## config.mk

```make
export PLATFORM = sky130hd
export DESIGN_NAME = pmpc_back
export DESIGN_NICKNAME = d
export VERILOG_FILES = /design/src/hw/rtl/pmpc_pkg.sv /design/src/hw/rtl/pmpc_back.sv
export SDC_FILE = /design/constraint.sdc
export NUM_CORES = 1
export LEC_CHECK = 0
export BUFFER_PORTS_ARGS = -buffer_cell sky130_fd_sc_hd__buf_2
export CAP_MARGIN = 20
export CORE_ASPECT_RATIO = 1.1
export CORE_MARGIN = 8
export CORE_UTILIZATION = 35
export DETAILED_ROUTE_END_ITERATION = 7
export SLEW_MARGIN = 20
export SYNTH_ARGS = -nofsm -noshare
export SYNTH_HDL_FRONTEND = slang
export SYNTH_SLANG_ARGS = --single-unit
```

## constraint.sdc

```tcl
create_clock -name clk -period 5.9 [get_ports clk]
set_clock_uncertainty 0.2 [all_clocks]
set_input_delay 0.59 -clock clk [delete_from_list [all_inputs] [get_ports clk]]
set_output_delay 0.59 -clock clk [all_outputs]
set_load 0.03 [all_outputs]
```

## src/hw/rtl/pmpc_pkg.sv

```systemverilog
// Shared types, constants and codes for the PRBS memory pattern checker.
`default_nettype none

package pmpc_pkg;

	localparam int unsigned MAX_WORDS = 33554432;

	localparam int unsigned DATA_W = 32;
	localparam int unsigned ACT_W  = 2;
	localparam int unsigned WW_W   = 2;
	localparam int unsigned TW_W   = 26;
	localparam int unsigned IDX_W  = 25;
	localparam int unsigned ERR_W  = 26;
	localparam int unsigned CFG_IDX_W = 2;

	localparam longint unsigned ERR_MAX = (64'd1 << ERR_W) - 64'd1;
	localparam logic [ERR_W-1:0] ERR_LIMIT =
		ERR_W'((longint'(MAX_WORDS) > ERR_MAX) ? ERR_MAX : longint'(MAX_WORDS));
	localparam logic [ERR_W-1:0] REPORT_LIMIT = ERR_W'(4);

	localparam logic [DATA_W-1:0] SEED_RESET = DATA_W'(100500);
	localparam logic [TW_W-1:0]   TEST_WORDS_RESET = TW_W'(1024);

	localparam int unsigned QDEPTH  = 4;
	localparam int unsigned QPTR_W  = $clog2(QDEPTH);
	localparam int unsigned QCNT_W  = $clog2(QDEPTH + 1);

	localparam int unsigned M_TDATA_W = ((DATA_W + IDX_W + ERR_W + 7) / 8) * 8;

	localparam logic [ACT_W-1:0] ACT_RESTART = 2'd0;
	localparam logic [ACT_W-1:0] ACT_WRITE   = 2'd1;
	localparam logic [ACT_W-1:0] ACT_CHECK   = 2'd2;

	localparam logic [WW_W-1:0] WW_8  = 2'd0;
	localparam logic [WW_W-1:0] WW_16 = 2'd1;
	localparam logic [WW_W-1:0] WW_32 = 2'd2;

	localparam logic [CFG_IDX_W-1:0] CFG_WORD_WIDTH = 2'd0;
	localparam logic [CFG_IDX_W-1:0] CFG_TEST_WORDS = 2'd1;
	localparam logic [CFG_IDX_W-1:0] CFG_START_SEED = 2'd2;

	typedef enum logic [1:0] {
		KIND_RESTART,
		KIND_WRITE,
		KIND_CHECK,
		KIND_NOP
	} kind_t;

	typedef struct packed {
		kind_t             kind;
		logic [DATA_W-1:0] read_data;
	} item_t;

	typedef struct packed {
		logic [WW_W-1:0]   word_width;
		logic [TW_W-1:0]   test_words;
		logic [DATA_W-1:0] start_seed;
	} cfg_t;

endpackage

`default_nettype wire

```

## src/hw/rtl/pmpc_back.sv

```systemverilog
// Back end: pattern sequence, counters, compare and the output register.
`default_nettype none

module pmpc_back (
	input  wire logic                              clk,
	input  wire logic                              arst_n,
	input  wire pmpc_pkg::cfg_t                    cfg,
	input  wire logic                              q_valid,
	input  wire pmpc_pkg::item_t                   q_item,
	output logic                                   q_pop,
	output logic                                   m_tvalid,
	input  wire logic                              m_tready,
	output logic [pmpc_pkg::DATA_W-1:0]            pattern_word,
	output logic [pmpc_pkg::IDX_W-1:0]             word_index,
	output logic                                   mismatch,
	output logic                                   report_error,
	output logic [pmpc_pkg::ERR_W-1:0]             error_total,
	output logic                                   last_word
);

	logic [pmpc_pkg::DATA_W-1:0] lfsr_q;
	logic [pmpc_pkg::IDX_W-1:0]  word_cnt_q;
	logic [pmpc_pkg::ERR_W-1:0]  err_cnt_q;
	logic                        out_valid_q;

	logic [pmpc_pkg::DATA_W-1:0] mask;
	logic [pmpc_pkg::DATA_W-1:0] pat;
	logic [pmpc_pkg::DATA_W-1:0] lfsr_adv;
	logic [pmpc_pkg::TW_W-1:0]   n_cap;
	logic [pmpc_pkg::TW_W-1:0]   n_cap_m1;
	logic                        is_last;
	logic                        diff;
	logic [pmpc_pkg::ERR_W-1:0]  err_upd;
	logic                        take;

	logic [pmpc_pkg::DATA_W-1:0] lfsr_d;
	logic [pmpc_pkg::IDX_W-1:0]  word_cnt_d;
	logic [pmpc_pkg::ERR_W-1:0]  err_cnt_d;
	logic [pmpc_pkg::DATA_W-1:0] pat_d;
	logic [pmpc_pkg::IDX_W-1:0]  idx_d;
	logic                        mis_d;
	logic                        rep_d;
	logic [pmpc_pkg::ERR_W-1:0]  tot_d;
	logic                        last_d;

	assign take  = q_valid && (!out_valid_q || m_tready);
	assign q_pop = take;

	always_comb begin
		case (cfg.word_width)
			pmpc_pkg::WW_8:  mask = pmpc_pkg::DATA_W'(32'h0000_00FF);
			pmpc_pkg::WW_16: mask = pmpc_pkg::DATA_W'(32'h0000_FFFF);
			default:         mask = '1;
		endcase
	end

	assign pat      = lfsr_q & mask;
	assign lfsr_adv = {lfsr_q[30:0], lfsr_q[31] ^ lfsr_q[30] ^ lfsr_q[4] ^ lfsr_q[3]};
	assign diff     = (q_item.kind == pmpc_pkg::KIND_CHECK) &&
		((q_item.read_data & mask) != pat);

	always_comb begin
		if (32'(cfg.test_words) > pmpc_pkg::MAX_WORDS) begin
			n_cap = pmpc_pkg::TW_W'(pmpc_pkg::MAX_WORDS);
		end else begin
			n_cap = cfg.test_words;
		end
	end

	assign n_cap_m1 = n_cap - 1'b1;
	assign is_last  = (n_cap != '0) && (word_cnt_q == n_cap_m1[pmpc_pkg::IDX_W-1:0]);
	assign err_upd  = (diff && (err_cnt_q < pmpc_pkg::ERR_LIMIT)) ? err_cnt_q + 1'b1 : err_cnt_q;

	always_comb begin
		lfsr_d     = lfsr_q;
		word_cnt_d = word_cnt_q;
		err_cnt_d  = err_cnt_q;
		pat_d      = '0;
		idx_d      = '0;
		mis_d      = 1'b0;
		rep_d      = 1'b0;
		tot_d      = '0;
		last_d     = 1'b0;
		case (q_item.kind)
			pmpc_pkg::KIND_RESTART: begin
				lfsr_d     = cfg.start_seed;
				word_cnt_d = '0;
				err_cnt_d  = '0;
			end
			pmpc_pkg::KIND_WRITE, pmpc_pkg::KIND_CHECK: begin
				lfsr_d     = lfsr_adv;
				word_cnt_d = word_cnt_q + 1'b1;
				err_cnt_d  = err_upd;
				pat_d      = pat;
				idx_d      = word_cnt_q;
				mis_d      = diff;
				rep_d      = diff && (err_upd <= pmpc_pkg::REPORT_LIMIT);
				tot_d      = err_upd;
				last_d     = is_last;
			end
			default: begin
			end
		endcase
	end

	always_ff @(posedge clk or negedge arst_n) begin
		if (!arst_n) begin
			lfsr_q      <= pmpc_pkg::SEED_RESET;
			word_cnt_q  <= '0;
			err_cnt_q   <= '0;
			out_valid_q <= 1'b0;
		end else begin
			if (take) begin
				lfsr_q     <= lfsr_d;
				word_cnt_q <= word_cnt_d;
				err_cnt_q  <= err_cnt_d;
			end
			if (take) begin
				out_valid_q <= 1'b1;
			end else if (m_tready) begin
				out_valid_q <= 1'b0;
			end
		end
	end

	always_ff @(posedge clk) begin
		if (take) begin
			pattern_word <= pat_d;
			word_index   <= idx_d;
			mismatch     <= mis_d;
			report_error <= rep_d;
			error_total  <= tot_d;
			last_word    <= last_d;
		end
	end

	assign m_tvalid = out_valid_q;

endmodule

`default_nettype wire

```

## Yosys cells after proc, flatten, opt, wreduce, memory -nomap -nowiden

Index checks and enable logic that the tools add are counted.

- Register bits after elaboration: 170
- Input bits: 98
- Output and inout port bits: 88
- Word-level logic and storage cells: 48

- Add/sub/neg operators: 3
- $lt $le $gt $ge: 3
- Eq/ne operators: 5
- Muxes and demuxes: 8
- Bitwise gates (word level): 5
- Reduce and logical (&&, ||, !) cells: 14

Operators by type and width:

| operator | count |
|---|---|
| $pmux 32 s2 | 2 |
| $and 32x32->32 | 2 |
| $mux 26 | 2 |
| $pmux 26 s2 | 1 |
| $pmux 25 s2 | 1 |
| $ne 32x32->1 | 1 |
| $add 26x1->26 const B | 1 |
| $gt 26x26->1 const B | 1 |
| $le 26x3->1 const B | 1 |
| $lt 26x26->1 const B | 1 |
| $reduce_bool 26->1 | 1 |
| $add 25x1->25 const B | 1 |
| $eq 25x25->1 | 1 |
| $sub 25x1->25 const B | 1 |
| $logic_and 1x1->1 | 5 |
| $eq 2x1->1 const B | 2 |
| $logic_not 2->1 | 2 |
| $reduce_bool 2->1 | 2 |
| $xor 1x1->1 | 3 |
| $eq 2x2->1 const B | 1 |
| $mux 1 | 2 |
| $reduce_and 2->1 | 1 |
| $reduce_or 2->1 | 1 |
| $logic_not 1->1 | 1 |
| $logic_or 1x1->1 | 1 |

## Logic depth before layout (Yosys ltp)

- Depth in word-level cells: 9
- Depth in mapped cells: 16
- Gate-level depth less buffers: 13

## Worst setup path before layout

OpenSTA, ideal clock, no wires.

- Kind: input to register
- Start point: input port m_tready
- End point: register err_cnt_q[25] in the netlist's numbering
- Data arrival time: 3.840 ns
- Slack: 1.722 ns
- Stages: 6
- Buffers on the path: 1
- Cells stage by stage: nand2b_1 > and2_1 > nor2b_1 > and2_1 > clkbuf_1 > a211oi_1

- Longest elaborated chain between the ends: 3

RTL lines:

| element | RTL line | RTL |
|---|---|---|
| start, declared | pmpc_back.sv:12 | `input wire logic m_tready,` |
| $logic_or 1x1->1 | pmpc_back.sv:46 | `assign take = q_valid && (!out_valid_q \|\| m_tready);` |
| $logic_and 1x1->1 | pmpc_back.sv:46 |  |
| named net q_pop | pmpc_back.sv:10 | `output logic q_pop,` |
| $reduce_and 2->1 (no source line) | - |  |
| end signal, assigned | pmpc_back.sv:116 | `err_cnt_q <= err_cnt_d;` |
| end, declared | pmpc_back.sv:23 | `logic [pmpc_pkg::ERR_W-1:0] err_cnt_q;` |

The timed path passes the listed nets, and every way through them passes these cells.
A chain may end at the register's enable or synchronous reset.

## Worst setup path in the final report

- Start point: input port cfg[40] in the netlist's numbering
- End point: register last_word, data pin

- Longest elaborated chain between the ends: 5
- Elaborated cells on any way between the ends: 6

RTL lines:

| element | RTL line | RTL |
|---|---|---|
| start, declared | pmpc_back.sv:7 | `input wire pmpc_pkg::cfg_t cfg,` |
| $gt 26x26->1 | pmpc_back.sv:63 | `if (32'(cfg.test_words) > pmpc_pkg::MAX_WORDS) begin` |
| $mux 26 (*) | pmpc_back.sv:63 |  |
| $sub 25x1->25 | pmpc_back.sv:70 | `assign n_cap_m1 = n_cap - 1'b1;` |
| $eq 25x25->1 | pmpc_back.sv:71 | `assign is_last = (n_cap != '0) && (word_cnt_q == n_cap_m1[pmpc_pkg::IDX_W-1:0]);` |
| $logic_and 1x1->1 (*) | pmpc_back.sv:71 |  |
| end signal, assigned | pmpc_back.sv:133 | `last_word <= last_d;` |
| end, declared | pmpc_back.sv:18 | `output logic last_word` |

Every way passes the cells marked *; elsewhere a longest branch is shown, timed or not.

==> key figures <==
Power
  • Sequential share of power: a little under half
  • NetSw: ~1 mW
  • Pint: 2.159 mW
  • Leakage power: ~4.6 nW
  • Total design power: around 3.2 mW
  • Max VDD drop: around 0.13 mV
  • Combinational group share of total power: between 10% and 20%
  • Pwr/cell area: 281.5 nW/um^2
  • Sw frac: about a third
  • Clock share of power: a little over a third

Worst setup path
  • CP Depth: 14
  • CP bufs+invs: 2
  • Worst path cell trace: buf_2 -> nor3_1 -> nand4_2 -> o41ai_2 -> buf_4 -> nand2_1 -> ha_1 -> nand2_1 -> nor4_1 -> xor2_1 -> o2111ai_1 -> a2111oi_1 -> nand4_1 -> nor4_2
  • Required time of the critical path: 5960 ps
  • Max incr delay on CP: 410 ps
  • Worst r2r path cells: 8
  • Critical path class: in -> reg
  • WP data arrival: roughly 4000 ps
  • CP Capture Type: flip-flop
  • CP max-delay cell: a2111oi_1
  • Crit path max fanout: 15
  • Critical path's top delay family: simple AND/OR/NAND/NOR gates
  • Startpoint Class: input port
  • Most used cell, CP: nand2_1

Clock tree
  • Clk root buf: clkbuf_16
  • Clk Latency, worst-skew pair: about 430 ps
  • TritonCTS clock tree: built
  • Num CTS Buffers: 17
  • Clock Tree Buf Depth: 2
  • Clk pin slew, worst setup/hold paths: around 80 ps
  • Clk sinks: between 150 and 200
  • H-Tree Level Count: 4

Timing
  • Max_slew headroom: 29.17%
  • Final setup fails: 0
  • Max-slew violation count: 0
  • Setup Total Neg Slack: 0 ps
  • Tcrit/Tclk final: around two thirds
  • FMAX: 0.2603 GHz
  • RSZ-0062 raised after global routing: false
  • Final min period: 3842 ps
  • Final-report hold violation count: 0
  • Worst setup margin: a little over 2000 ps
  • Worst Max-Slew Pin Slew: approximately 1100 ps

Yosys
  • Post-Syn Instances: about 960
  • FFs w/ async S/R, synth: a little under 50%
  • #FFs+latches synth: 170
  • Syn_area_per_cell: 9.953 um^2
  • Synth Area in Compound Gates: around 12%
  • Mapped Nets: around 1,100
  • Ys flop type: edfxtp_1
  • Synth Area in Simple Gates: between 20% and 30%
  • Post-synthesis mux area share: approximately 3.1%
  • Warnings from Yosys: 0
  • Main combinational cell family by area after synthesis: simple AND/OR/NAND/NOR gates
  • Yosys cell types: between 70 and 80
  • Mapped Area: 9545 um^2
  • Sequential-to-total area share from yosys stat: between 40 and 50%
  • Adder-cell share of the synthesized area: 0.6554%
  • XOR/XNOR Fraction of Synth Area: a little under a tenth
  • Number of synthesized flops with an enable pin: 86

Place
  • # port buffers: around 190
  • DP Worst Slack: between 1500 and 2000 ps
  • DP HPWL: ~19 mm
  • Routability cong.: 0.8569

Floorplanning
  • Die W: 173.5 um
  • Site Rows: 63
  • Ports: roughly 190
  • Die height: roughly 190 um
  • Core area: roughly 27,000 um^2
  • Initial Utilization: a little over a third
  • Die area: between 30,000 and 40,000 um^2

Routing
  • Routed WL per cell: ~18 um
  • Via density: roughly 5.2
  • Via count: about 7,600
  • Total wire length: roughly 26 mm
  • DRT iter0 DRCs: approximately 480
  • DRC: 0
  • Router iterations before antenna repair: 5
  • Final ANT Viol Nets: 0

Run status
  • Status: complete, no violations

Global routing
  • Vias in the first global route: between 7,000 and 8,000
  • Grt total ovfl: 0
  • First-pass GRT wire length: 41.49 mm
  • Global Route Usage Sum: 15.66%
  • Largest net degree at the start of global routing: 68
  • Initial antenna violation count: 1

Run
  • Max_cap viols: 0

Hold path
  • Hold Crit Class: in -> reg
  • Hold depth: 2

Final layout
  • Area growth, synth to finish: 18.25%
  • Fillcell total: approximately 2,600
  • Total Nets Final: 1,206
  • Layout cell share with drive strength beyond 1: a little under a quarter
## worst paths after layout
| kind | endpoint | startpoint | slack, ps |
|---|---|---|---|
| worst max-delay path | last_word | cfg[40] | 2060 |
| worst min-delay path | m_tvalid | q_valid | 220 |
| worst max register to register | report_error | lfsr_q[16] | 2090 |
| worst min register to register | lfsr_q[7] | lfsr_q[7] | 300 |
| max in group asynchronous | word_cnt_q[2] | arst_n | 3970 |
| min in group asynchronous | lfsr_q[20] | arst_n | 490 |
## synth_stat cells, drive strengths merged (23+ instances only)
master / n / area (um^2)
o31ai: 23 / 172.7
xor2: 55 / 481.7
a21oi: 30 / 150.1
nor3: 25 / 136.4
nand3: 37 / 185.2
xnor2: 46 / 402.9
dfrtp: 78 / 1952
and2: 27 / 168.9
o21ai: 64 / 320.3
nor4: 28 / 224.0
clkbuf: 56 / 210.2
nor2b: 35 / 219.0
mux2i: 27 / 270.3
edfxtp: 86 / 2582
nand2: 97 / 364.1
nor2: 84 / 315.3
## power groups by stage
stage	clock, mW	sequential, mW	combinational [mW]
6_report	1.10	1.50	0.576
5_1_grt	1.18	1.52	0.637
4_1_cts	1.14	1.50	0.586
3_5_place_dp	0	1.52	0.583
3_3_place_gp	0	1.52	0.575
2_1_floorplan	0	1.55	0.349
## cell type report
type	count	area [um^2]	share of cell area (%)
Inverter	12	45.04	0.3991
Clock buffer	17	425.4	3.769
Antenna cell	1	2.502	0.02217
Timing Repair Buffer	193	991.0	8.779
Multi-Input combinational cell	709	4534	40.17
Clock inverter	15	150.1	1.330
Sequential cell	170	4692	41.57
Tap cell	357	446.7	3.957
## logic make-up (layout without fill, tap and decap cells)
family	Yosys count	after routing
AND/OR/NAND/NOR	400	400
AO/OA/AOI/OAI	173	173
flip-flops	170	170
XOR/XNOR	102	102
buffers and inverters	80	237
multiplexers	29	29
adder cells (fa/ha/maj)	5	5
other	0	1
## worst reg2reg max path: stages (launching register included)
cell,delay (ps)
dfstp_2,560
xor2_1,70
nor4_1,500
nand4_1,280
a311oi_4,600
or2_0,790
nor4_1,150
o32ai_1,340
nor4_1,70
## state kept, by name, summed over array words and instances, names as in the netlist
| signal | cells |
|---|---|
| lfsr_q | 32 |
| pattern_word | 32 |
| err_cnt_q | 26 |
| error_total | 26 |
| word_cnt_q | 25 |
| word_index | 25 |
| last_word | 1 |
| m_tvalid | 1 |
| mismatch | 1 |
| report_error | 1 |
## cells in the final DEF, fill, tap and decap left out, types with 11 or more instances in the layout
| master | synthesis | routed |
|---|---|---|
| a21oi_1 | 30 | 30 |
| and2_1 | 27 | 26 |
| buf_2 | 6 | 184 |
| clkbuf_16 | 0 | 17 |
| dfrtp_1 | 78 | 78 |
| edfxtp_1 | 86 | 86 |
| inv_1 | 12 | 12 |
| mux2i_1 | 27 | 27 |
| nand2_1 | 97 | 97 |
| nand3_1 | 37 | 37 |
| nand4_1 | 11 | 11 |
| nor2_1 | 84 | 84 |
| nor2b_1 | 35 | 35 |
| nor3_1 | 24 | 24 |
| nor4_1 | 23 | 23 |
| o21ai_0 | 62 | 62 |
| o31ai_1 | 23 | 23 |
| xnor2_1 | 46 | 46 |
| xor2_1 | 55 | 55 |
## stage by stage
stage                     instance area [um^2]  cells  utilization (%)  hold slack [ps]
after detailed placement                 10700   1440            39.80            288.0
after global placement                   10700   1440            39.80            283.1
after global routing                     11290   1474            41.99            203.1
after CTS                                11280   1473            41.98            201.2
after floorplan                           9545    959                -            94.41
final                                    11290   1474            41.99            221.1
## repair_timing
action                    in CTS  in global routing
hold endpoints to repair      41                  0
setup buffers                  0                  0
hold buffers                   1                  0
resized for setup              0                  0
## per-layer routing
| layer | share of wire, % | global-route usage (%) |
|---|---|---|
| met5 | 0 | 0 |
| met2 | 52 | 28.00 |
| met1 | 42 | 18.74 |
| met4 | 1.1 | 3.983 |
| met3 | 5.1 | 3.486 |
No activity file was read; power rests on OpenSTA's default activity.
